## src/rtl/lse_pkg.sv

```systemverilog
// Package for the LSB stego payload extractor: widths, register indexes,
// parser phase and result kind codes, shared structs. Depends on nothing.
package lse_pkg;

  // Width of the extension and payload length fields in the hidden stream.
  localparam int LENGTH_BITS = 32;
  localparam int BitCntW     = $clog2(LENGTH_BITS);

  localparam int HdrW   = 10;
  localparam int ByteW  = 8;
  localparam int CfgW   = 10;
  localparam int CfgIdxW = 2;

  localparam logic [HdrW-1:0]  HeaderLengthReset   = HdrW'(54);
  localparam logic [ByteW-1:0] MagicFirstReset     = ByteW'(35);
  localparam logic [ByteW-1:0] MagicSecondReset    = ByteW'(42);
  localparam logic [ByteW-1:0] ExtensionLimitReset = ByteW'(8);

  typedef enum logic [CfgIdxW-1:0] {
    REG_HEADER_LENGTH   = 2'd0,
    REG_MAGIC_FIRST     = 2'd1,
    REG_MAGIC_SECOND    = 2'd2,
    REG_EXTENSION_LIMIT = 2'd3
  } reg_index_t;

  typedef enum logic [2:0] {
    KIND_EXT_CHAR  = 3'd0,
    KIND_PAY_BYTE  = 3'd1,
    KIND_EMPTY     = 3'd2,
    KIND_MAGIC_BAD = 3'd3,
    KIND_LEN_BAD   = 3'd4
  } kind_t;

  typedef enum logic [7:0] {
    PH_HEADER  = 8'b0000_0001,
    PH_MAGIC_A = 8'b0000_0010,
    PH_MAGIC_B = 8'b0000_0100,
    PH_EXT_LEN = 8'b0000_1000,
    PH_EXT     = 8'b0001_0000,
    PH_PAY_LEN = 8'b0010_0000,
    PH_PAY     = 8'b0100_0000,
    PH_STOP    = 8'b1000_0000
  } phase_t;

  typedef struct packed {
    logic [HdrW-1:0]  header_length;
    logic [ByteW-1:0] magic_first;
    logic [ByteW-1:0] magic_second;
    logic [ByteW-1:0] extension_limit;
  } cfg_t;

  typedef struct packed {
    kind_t            kind;
    logic [ByteW-1:0] value;
    logic             last;
  } result_t;

endpackage

```

## src/rtl/lse_in_if.sv

```systemverilog
// Input channel of the extractor: one cover-image byte per beat.
// Depends on lse_pkg.
interface lse_in_if;
  import lse_pkg::*;

  logic             valid;
  logic             ready;
  logic [ByteW-1:0] cover_byte;
  logic             frame_start;

  modport source (output valid, output cover_byte, output frame_start, input ready);
  modport sink   (input valid, input cover_byte, input frame_start, output ready);
endinterface

```

## src/rtl/lse_out_if.sv

```systemverilog
// Output channel of the extractor: one decoded result per beat.
// Depends on lse_pkg.
interface lse_out_if;
  import lse_pkg::*;

  logic             valid;
  logic             ready;
  kind_t            kind;
  logic [ByteW-1:0] value;
  logic             last;

  modport source (output valid, output kind, output value, output last, input ready);
  modport sink   (input valid, input kind, input value, input last, output ready);
endinterface

```

## src/rtl/lsb_stego_payload_extractor.sv

```systemverilog
// LSB steganography payload extractor: takes one cover-image byte per beat,
// skips header_length bytes, then gathers bit 0 of each byte MSB first into
// two magic bytes, a LENGTH_BITS extension length, the extension characters,
// a LENGTH_BITS payload length and the payload bytes. One beat is taken every
// clock cycle while the skid stage is free: the parser updates its state in
// the cycle a byte is accepted and any result lands in a two-deep output
// register (result register plus a skid stage), so image.ready drops only
// while both hold a result; extract shows the result register. Kind 0 is
// an extension char, 1 a payload byte, 2 an empty payload, 3 a magic
// mismatch, 4 a bad extension length; last marks the final char or byte and
// every status result. After a status result or the final payload byte the
// block drops every byte until one arrives with frame_start set, which
// restarts parsing on that very byte. Registers: 0 header_length, 1
// magic_first, 2 magic_second, 3 extension_limit; write them only while idle.
// Depends on lse_pkg, lse_in_if, lse_out_if, lse_cfg_regs, lse_parser, lse_skid.
module lsb_stego_payload_extractor (
  input  logic                        clk,
  input  logic                        rst,
  lse_in_if.sink                      image,
  lse_out_if.source                   extract,
  input  logic                        cfg_we,
  input  logic [lse_pkg::CfgIdxW-1:0] cfg_index,
  input  logic [lse_pkg::CfgW-1:0]    cfg_data
);
  import lse_pkg::*;

  cfg_t    cfg;
  logic    take;
  logic    can_push;
  logic    res_valid;
  result_t res;

  // Accept a beat whenever the skid stage is free.
  assign image.ready = can_push;
  assign take        = image.valid && can_push;

  lse_cfg_regs u_cfg (
    .clk       (clk),
    .rst       (rst),
    .cfg_we    (cfg_we),
    .cfg_index (cfg_index),
    .cfg_data  (cfg_data),
    .cfg       (cfg)
  );

  lse_parser u_parser (
    .clk         (clk),
    .rst         (rst),
    .cfg         (cfg),
    .take        (take),
    .cover_byte  (image.cover_byte),
    .frame_start (image.frame_start),
    .res_valid   (res_valid),
    .res         (res)
  );

  // Push a result only for an accepted beat that produced one.
  lse_skid u_skid (
    .clk       (clk),
    .rst       (rst),
    .push      (take && res_valid),
    .push_data (res),
    .can_push  (can_push),
    .extract   (extract)
  );
endmodule

```

## src/rtl/lse_cfg_regs.sv

```systemverilog
// Configuration register file of the extractor (write only).
// Depends on lse_pkg.
module lse_cfg_regs (
  input  logic                         clk,
  input  logic                         rst,
  input  logic                         cfg_we,
  input  logic [lse_pkg::CfgIdxW-1:0]  cfg_index,
  input  logic [lse_pkg::CfgW-1:0]     cfg_data,
  output lse_pkg::cfg_t                cfg
);
  import lse_pkg::*;

  always_ff @(posedge clk) begin
    if (rst) begin
      cfg.header_length   <= HeaderLengthReset;
      cfg.magic_first     <= MagicFirstReset;
      cfg.magic_second    <= MagicSecondReset;
      cfg.extension_limit <= ExtensionLimitReset;
    end else if (cfg_we) begin
      case (reg_index_t'(cfg_index))
        REG_HEADER_LENGTH:   cfg.header_length   <= cfg_data[HdrW-1:0];
        REG_MAGIC_FIRST:     cfg.magic_first     <= cfg_data[ByteW-1:0];
        REG_MAGIC_SECOND:    cfg.magic_second    <= cfg_data[ByteW-1:0];
        REG_EXTENSION_LIMIT: cfg.extension_limit <= cfg_data[ByteW-1:0];
        default: ;
      endcase
    end
  end
endmodule

```

## src/rtl/lse_parser.sv

```systemverilog
// Hidden-stream parser: one cover byte per accepted beat updates the phase
// state and yields at most one result. Depends on lse_pkg.
module lse_parser (
  input  logic                     clk,
  input  logic                     rst,
  input  lse_pkg::cfg_t            cfg,
  input  logic                     take,
  input  logic [lse_pkg::ByteW-1:0] cover_byte,
  input  logic                     frame_start,
  output logic                     res_valid,
  output lse_pkg::result_t         res
);
  import lse_pkg::*;

  phase_t                   phase, phase_next;
  logic [HdrW-1:0]          header_counter, header_counter_next;
  logic [BitCntW-1:0]       bit_counter, bit_counter_next;
  logic [LENGTH_BITS-1:0]   bit_shift, bit_shift_next;
  logic [LENGTH_BITS-1:0]   bytes_remaining, bytes_remaining_next;
  logic                     magic_ok_flag, magic_ok_flag_next;

  phase_t                   ph;
  logic [HdrW-1:0]          hc;
  logic [BitCntW-1:0]       bc;
  logic [LENGTH_BITS-1:0]   sh;
  logic [LENGTH_BITS-1:0]   br;
  logic                     mok;
  logic                     shifting;
  logic                     full_byte;
  logic                     full_len;
  logic [LENGTH_BITS-1:0]   shifted;

  always_comb begin
    // Frame start clears everything, then the same byte is parsed.
    ph  = frame_start ? PH_HEADER : phase;
    hc  = frame_start ? '0 : header_counter;
    bc  = frame_start ? '0 : bit_counter;
    sh  = frame_start ? '0 : bit_shift;
    br  = frame_start ? '0 : bytes_remaining;
    mok = frame_start ? 1'b0 : magic_ok_flag;

    phase_next           = ph;
    header_counter_next  = hc;
    bit_counter_next     = bc;
    bit_shift_next       = sh;
    bytes_remaining_next = br;
    magic_ok_flag_next   = mok;
    res_valid            = 1'b0;
    res.kind             = KIND_EXT_CHAR;
    res.value            = '0;
    res.last             = 1'b0;

    shifted   = {sh[LENGTH_BITS-2:0], cover_byte[0]};
    full_byte = (bc == BitCntW'(ByteW - 1));
    full_len  = (bc == BitCntW'(LENGTH_BITS - 1));
    shifting  = 1'b1;

    if (ph == PH_HEADER) begin
      if (hc < cfg.header_length) begin
        header_counter_next = hc + HdrW'(1);
        shifting = 1'b0;
      end else begin
        ph = PH_MAGIC_A;
        phase_next = PH_MAGIC_A;
      end
    end
    if (ph == PH_STOP) begin
      shifting = 1'b0;
    end

    if (shifting) begin
      bit_shift_next = shifted;
      bit_counter_next = bc + BitCntW'(1);
      case (ph)
        PH_MAGIC_A: begin
          if (full_byte) begin
            bit_counter_next   = '0;
            magic_ok_flag_next = (shifted[ByteW-1:0] == cfg.magic_first);
            phase_next         = PH_MAGIC_B;
          end
        end
        PH_MAGIC_B: begin
          if (full_byte) begin
            bit_counter_next = '0;
            if (!mok || shifted[ByteW-1:0] != cfg.magic_second) begin
              phase_next = PH_STOP;
              res_valid  = 1'b1;
              res.kind   = KIND_MAGIC_BAD;
              res.last   = 1'b1;
            end else begin
              phase_next = PH_EXT_LEN;
            end
          end
        end
        PH_EXT_LEN: begin
          if (full_len) begin
            bit_counter_next = '0;
            if (shifted == '0 ||
                shifted >= LENGTH_BITS'(cfg.extension_limit)) begin
              phase_next = PH_STOP;
              res_valid  = 1'b1;
              res.kind   = KIND_LEN_BAD;
              res.last   = 1'b1;
            end else begin
              bytes_remaining_next = shifted;
              phase_next = PH_EXT;
            end
          end
        end
        PH_EXT: begin
          if (full_byte) begin
            bit_counter_next     = '0;
            bytes_remaining_next = br - LENGTH_BITS'(1);
            res_valid = 1'b1;
            res.kind  = KIND_EXT_CHAR;
            res.value = shifted[ByteW-1:0];
            if (br == LENGTH_BITS'(1)) begin
              res.last   = 1'b1;
              phase_next = PH_PAY_LEN;
            end
          end
        end
        PH_PAY_LEN: begin
          if (full_len) begin
            bit_counter_next     = '0;
            bytes_remaining_next = shifted;
            if (shifted == '0) begin
              phase_next = PH_STOP;
              res_valid  = 1'b1;
              res.kind   = KIND_EMPTY;
              res.last   = 1'b1;
            end else begin
              phase_next = PH_PAY;
            end
          end
        end
        PH_PAY: begin
          if (full_byte) begin
            bit_counter_next     = '0;
            bytes_remaining_next = br - LENGTH_BITS'(1);
            res_valid = 1'b1;
            res.kind  = KIND_PAY_BYTE;
            res.value = shifted[ByteW-1:0];
            if (br == LENGTH_BITS'(1)) begin
              res.last   = 1'b1;
              phase_next = PH_STOP;
            end
          end
        end
        default: ;
      endcase
    end
  end

  always_ff @(posedge clk) begin
    if (rst) begin
      phase           <= PH_HEADER;
      header_counter  <= '0;
      bit_counter     <= '0;
      bit_shift       <= '0;
      bytes_remaining <= '0;
      magic_ok_flag   <= 1'b0;
    end else if (take) begin
      phase           <= phase_next;
      header_counter  <= header_counter_next;
      bit_counter     <= bit_counter_next;
      bit_shift       <= bit_shift_next;
      bytes_remaining <= bytes_remaining_next;
      magic_ok_flag   <= magic_ok_flag_next;
    end
  end
endmodule

```

## src/rtl/lse_skid.sv

```systemverilog
// Result register with a skid stage behind it, so the input side keeps
// taking beats while a result waits. Depends on lse_pkg, lse_out_if.
module lse_skid (
  input  logic             clk,
  input  logic             rst,
  input  logic             push,
  input  lse_pkg::result_t push_data,
  output logic             can_push,
  lse_out_if.source        extract
);
  import lse_pkg::*;

  logic    out_valid;
  result_t out_data;
  logic    skid_valid;
  result_t skid_data;
  logic    fire;

  assign fire     = out_valid && extract.ready;
  assign can_push = !skid_valid;

  assign extract.valid = out_valid;
  assign extract.kind  = out_data.kind;
  assign extract.value = out_data.value;
  assign extract.last  = out_data.last;

  always_ff @(posedge clk) begin
    if (rst) begin
      out_valid  <= 1'b0;
      skid_valid <= 1'b0;
    end else if (fire) begin
      if (skid_valid) begin
        out_valid  <= 1'b1;
        skid_valid <= 1'b0;
      end else begin
        out_valid <= push;
      end
    end else if (push) begin
      if (!out_valid) begin
        out_valid <= 1'b1;
      end else begin
        skid_valid <= 1'b1;
      end
    end
  end

  always_ff @(posedge clk) begin
    if (fire) begin
      out_data <= skid_valid ? skid_data : push_data;
    end else if (push && !out_valid) begin
      out_data <= push_data;
    end
    if (push && out_valid && !fire) begin
      skid_data <= push_data;
    end
  end
endmodule
```

## src/flat_wrapper.sv

```systemverilog
// flat-port wrapper written by rule: the top's interface ports become plain ports
module lsb_stego_payload_extractor_flat import lse_pkg::*;
  (clk, rst, cfg_we, cfg_index, cfg_data, image_valid, image_cover_byte, image_frame_start, image_ready, extract_valid, extract_kind, extract_value, extract_last, extract_ready);
  lse_in_if image_i ();
  lse_out_if extract_i ();
  input  logic clk;
  input  logic rst;
  input  logic cfg_we;
  input  logic [lse_pkg::CfgIdxW-1:0] cfg_index;
  input  logic [lse_pkg::CfgW-1:0] cfg_data;
  input wire logic [$bits(image_i.valid)-1:0] image_valid;
  input wire logic [$bits(image_i.cover_byte)-1:0] image_cover_byte;
  input wire logic [$bits(image_i.frame_start)-1:0] image_frame_start;
  output wire logic [$bits(image_i.ready)-1:0] image_ready;
  output wire logic [$bits(extract_i.valid)-1:0] extract_valid;
  output wire logic [$bits(extract_i.kind)-1:0] extract_kind;
  output wire logic [$bits(extract_i.value)-1:0] extract_value;
  output wire logic [$bits(extract_i.last)-1:0] extract_last;
  input wire logic [$bits(extract_i.ready)-1:0] extract_ready;
  assign image_i.valid = image_valid;
  assign image_i.cover_byte = image_cover_byte;
  assign image_i.frame_start = image_frame_start;
  assign image_ready = image_i.ready;
  assign extract_valid = extract_i.valid;
  assign extract_kind = extract_i.kind;
  assign extract_value = extract_i.value;
  assign extract_last = extract_i.last;
  assign extract_i.ready = extract_ready;
  lsb_stego_payload_extractor u_core (.clk(clk), .rst(rst), .image(image_i), .extract(extract_i), .cfg_we(cfg_we), .cfg_index(cfg_index), .cfg_data(cfg_data));
endmodule
```

## config.mk

```make
export PLATFORM = sky130hd
export DESIGN_NAME = lsb_stego_payload_extractor_flat
export DESIGN_NICKNAME = d
export VERILOG_FILES = /design/src/rtl/lse_pkg.sv /design/src/rtl/lse_in_if.sv /design/src/rtl/lse_out_if.sv /design/src/rtl/lsb_stego_payload_extractor.sv /design/src/rtl/lse_cfg_regs.sv /design/src/rtl/lse_parser.sv /design/src/rtl/lse_skid.sv /design/src/flat_wrapper.sv
export SDC_FILE = /design/constraint.sdc
export NUM_CORES = 1
export LEC_CHECK = 0
export ABC_AREA = 1
export BUFFER_PORTS_ARGS = -buffer_cell sky130_fd_sc_hd__clkbuf_2
export CELL_PAD_IN_SITES_DETAIL_PLACEMENT = 2
export CELL_PAD_IN_SITES_GLOBAL_PLACEMENT = 2
export CORE_ASPECT_RATIO = 1.1
export CORE_MARGIN = 4
export CORE_UTILIZATION = 35
export CTS_BUF_LIST = sky130_fd_sc_hd__clkbuf_4 sky130_fd_sc_hd__clkbuf_8 sky130_fd_sc_hd__clkbuf_16
export CTS_CLUSTER_DIAMETER = 60
export CTS_CLUSTER_SIZE = 12
export DETAILED_ROUTE_END_ITERATION = 16
export GPL_TIMING_DRIVEN = 0
export PLACE_DENSITY = 0.84
export RECOVER_POWER = 25
export SKIP_CTS_REPAIR_TIMING = 1
export SYNTH_ARGS = -nofsm -noshare
export SYNTH_HDL_FRONTEND = slang
export SYNTH_SLANG_ARGS = --single-unit
```

## constraint.sdc

```tcl
create_clock -name clk -period 5.5 [get_ports clk]
set_input_delay 1.65 -clock clk [delete_from_list [all_inputs] [get_ports clk]]
set_output_delay 1.65 -clock clk [all_outputs]
set_load 0.1 [all_outputs]
```

==> impl_metrics.toml <==
[status]
outcome = "completed"

[power_and_ir_drop]
p_sw_mw = 0.9287
p_comb_share_pct = 14.2
internal_power_mw = 1.855
p_per_area_nw_per_um2 = 256.2
sequentialPowerShare_pct = 41.3
p_sw_share_pct = 33.36
ir_drop_uv = 154.1
leakagePower_nw = 4.539
clkPwrFrac_pct = 44.5

[timing]
rsz0062_at_grt = "no"
period_needed_ns = 4.734
slew_headroom_pct = 21.84
final-setup-viol-count = 0
fmax_ghz = 0.2112
finalCritPeriodShare_pct = 86.08
maxSlewViolCount = 0
holdWs_ns = 0.4664
final_hold_viol_count = 0
tightest_slew_ns = 1.177
finClkSkew_ns = 0.01662

[finish]
syn_to_final_growth_pct = 12.29
fill_cells = 3322
layout.nets = 1536
fin_cells = 1861
drive_above_1_share_pct = 12.17
diodes = 0

[logic_synthesis]
synth_most_common_cell = "nand2_1"
synth_nets = 1488
synth_flop_cell = "dfxtp_1"
syn_avg_cell_area_um2 = 6.707
netlist_top_cells_count = "nand2_1, nor2_1, inv_1"
ys_types = 51
syn_inst = 1443
synth-edff-count = 24
syn_area_um2 = 9678
synth-seq-area-share_pct = 32.89
synth-warning-count = 0
ys_ff_latch = 147
async_flop_share_pct = 0
netlist_top_cells_area = "dfxtp_1, nand2_1, edfxtp_1"
yosysTopAreaCellShare_pct = 25.44
yosysTopAreaCell = "dfxtp_1"

[floorplanning]
ios = 40
fp.dieArea_um2 = 30380
die_w_um = 166.6
die_y_um = 182.4
core_area_um2 = 27120
row_count = 63
start_util_pct = 35.69

[clock_tree]
clock_path_buffers = 2
cts_tree = "built"
clk_pin_slew_worst_paths_ns = 0.07
root_buffer = "clkbuf_16"
cts.sinks = 147
cts_htree_levels = 4
cts-buffers-inserted = 17
insertion_delay_ns = 0.46

[worst_setup_path]
cp_max_fo = 19
setup.worst_path.end_class = "register"
arrival_ns = 4.83
rr_worst_depth = 15
reg2reg_to = "u_core.u_skid.extract.value[0]$_DFFE_PP_"
critPathKind = "in -> reg"
cp.required_ns = 5.59
r2r_start = "u_core.u_parser.bit_shift[4]$_SDFFE_PP0P_"
start_kind = "input pin"
ff2ff_setup_slack_ns = 2.13

[placement]
hpwl_um = 32660
port_buffers = 31
routabilityCongestion = 0.9251
post-place-cells = 1831

[min_path]
min_from = "u_core.u_cfg.cfg[31]$_SDFFE_PP0P_"
min_to = "u_core.u_cfg.cfg[31]$_SDFFE_PP0P_"
holdPathStages = 2
hold_path_class = "reg -> reg"

[routing]
via_per_inst = 5.705
postRouteAntennaNets = 0
dr.pass1.iters = 5
wl_um = 44100
wl_per_cell_um = 23.70
route.detailed.drc = 0
dr.first_iter.drc_count = 776
via_count = 10620

[global_routing]
grt_pass1_vias = 11640
grt_pass1_wl_um = 68490
antenna_found_initial = 1
grt_util_all_layers_pct = 28.86
overflow = 0
grt_max_degree = 19

[job]
drv_cap = 0
[routing by layer]
| layer | track usage [%] | up-vias | routed length, µm |
|---|---|---|---|
| li1 | - | 4849 | - |
| met1 | 33.04 | 5329 | 17410 |
| met2 | 54.27 | 314 | 23070 |
| met3 | 3.553 | 125 | 1969 |
| met4 | 11.62 | 0 | 1656 |
| met5 | 0 | - | 0 |
[sequential cells by signal, indices dropped and copies added, names as in the netlist]
name,flops
u_core.u_skid.extract.kind,3
u_core.u_skid.extract.last,1
u_core.u_skid.extract.valid,1
u_core.u_parser.magic_ok_flag,1
u_core.u_parser.bytes_remaining,32
u_core.u_parser.bit_counter,5
u_core.u_parser.phase,8
u_core.u_skid.skid_valid,1
u_core.u_parser.bit_shift,31
u_core.u_skid.extract.value,8
u_core.u_skid.skid_data,12
u_core.u_cfg.cfg,34
u_core.u_parser.header_counter,10
[worst max-delay path by stage]
| stage | slack (ns) | start | to | cells past startpoint |
|---|---|---|---|---|
| floorplan | 0.82 | image_frame_start | u_core.u_skid.skid_data[0]$_DFFE_PP_ | 19 |
| global route | 0.47 | image_frame_start | u_core.u_skid.extract.value[0]$_DFFE_PP_ | 19 |
| global placement | -0.48 | image_frame_start | u_core.u_skid.extract.value[4]$_DFFE_PP_ | 20 |
| detailed placement | -0.71 | image_frame_start | u_core.u_skid.extract.value[1]$_DFFE_PP_ | 20 |
| finish | 0.77 | image_frame_start | u_core.u_skid.extract.value[0]$_DFFE_PP_ | 19 |
| CTS | -0.30 | image_frame_start | u_core.u_skid.extract.value[0]$_DFFE_PP_ | 21 |
[critical path, cell delays in order]
cell      delay, ns
clkbuf_2       0.11
buf_6          0.17
buf_6          0.17
buf_6          0.19
nor2_1         0.22
ha_1           0.20
inv_1          0.06
nor3_1         0.20
ha_1           0.35
inv_1          0.14
nor2_2         0.22
nand2_1        0.11
nand2_1        0.11
inv_1          0.07
nand2_1        0.08
inv_1          0.08
nand2_1        0.09
nand2_1        0.13
o21ai_4        0.45
[per-stage QoR]
step | TNS (ns) | setup WS, ns | utilization, % | total power, mW | cell area (µm²)
final | 0 | 0.7655 | 40.08 | 2.784 | 10870
after global routing | 0 | 0.4717 | 40.08 | 2.877 | 10870
after CTS | -4.769 | -0.3043 | 40.11 | 2.794 | 10880
after detailed placement | -18.81 | -0.7118 | 37.91 | 1.559 | 10280
after global placement | -14.43 | -0.4820 | 37.91 | 1.540 | 10280
after floorplan | 0 | 0.8186 | - | 1.418 | 9678
[cell usage in the layout, fill, tap and decap left out, drive strengths merged, types with 22 or more instances in the layout]
master | netlist | final
nor2 | 168 | 168
nand3 | 102 | 102
xor2 | 23 | 23
o21ai | 110 | 110
clkbuf | 40 | 88
nand2 | 390 | 390
nor3 | 22 | 22
edfxtp | 24 | 24
nand4 | 31 | 31
inv | 155 | 166
a21oi | 113 | 113
dfxtp | 123 | 123
buf | 30 | 28
[cell families (layout without fill, tap and decap cells)]
| group | after synthesis | in the layout | share of synthesized area [%] |
|---|---|---|---|
| buffers and inverters | 228 | 289 | 10.10 |
| AND/OR/NAND/NOR | 730 | 730 | 34.97 |
| multiplexers | 10 | 10 | 1.138 |
| flip-flops | 147 | 147 | 32.89 |
| adder cells (fa/ha/maj) | 19 | 19 | 2.456 |
| AO/OA/AOI/OAI | 277 | 277 | 15.55 |
| XOR/XNOR | 32 | 32 | 2.896 |
[layout make-up]
class,count,area (µm²),share of cell area [%]
well taps,357,446.7,4.110
clock buffers,17,425.4,3.914
plain buffers,68,375.4,3.454
inverters,158,594.3,5.469
flip-flops and latches,147,3183,29.29
repair buffers,31,135.1,1.243
multi-input cells,1068,5537,50.94
clock inverters,15,171.4,1.577
[power groups by stage]
stage               sequential (mW)  combinational [mW]  clock (mW)
floorplan                      1.17               0.253           0
global placement               1.17               0.369           0
detailed placement             1.17               0.386           0
CTS                            1.15               0.396        1.25
global route                   1.15               0.433        1.29
finish                         1.15               0.395        1.24
(Power assumes the default switching activity.)
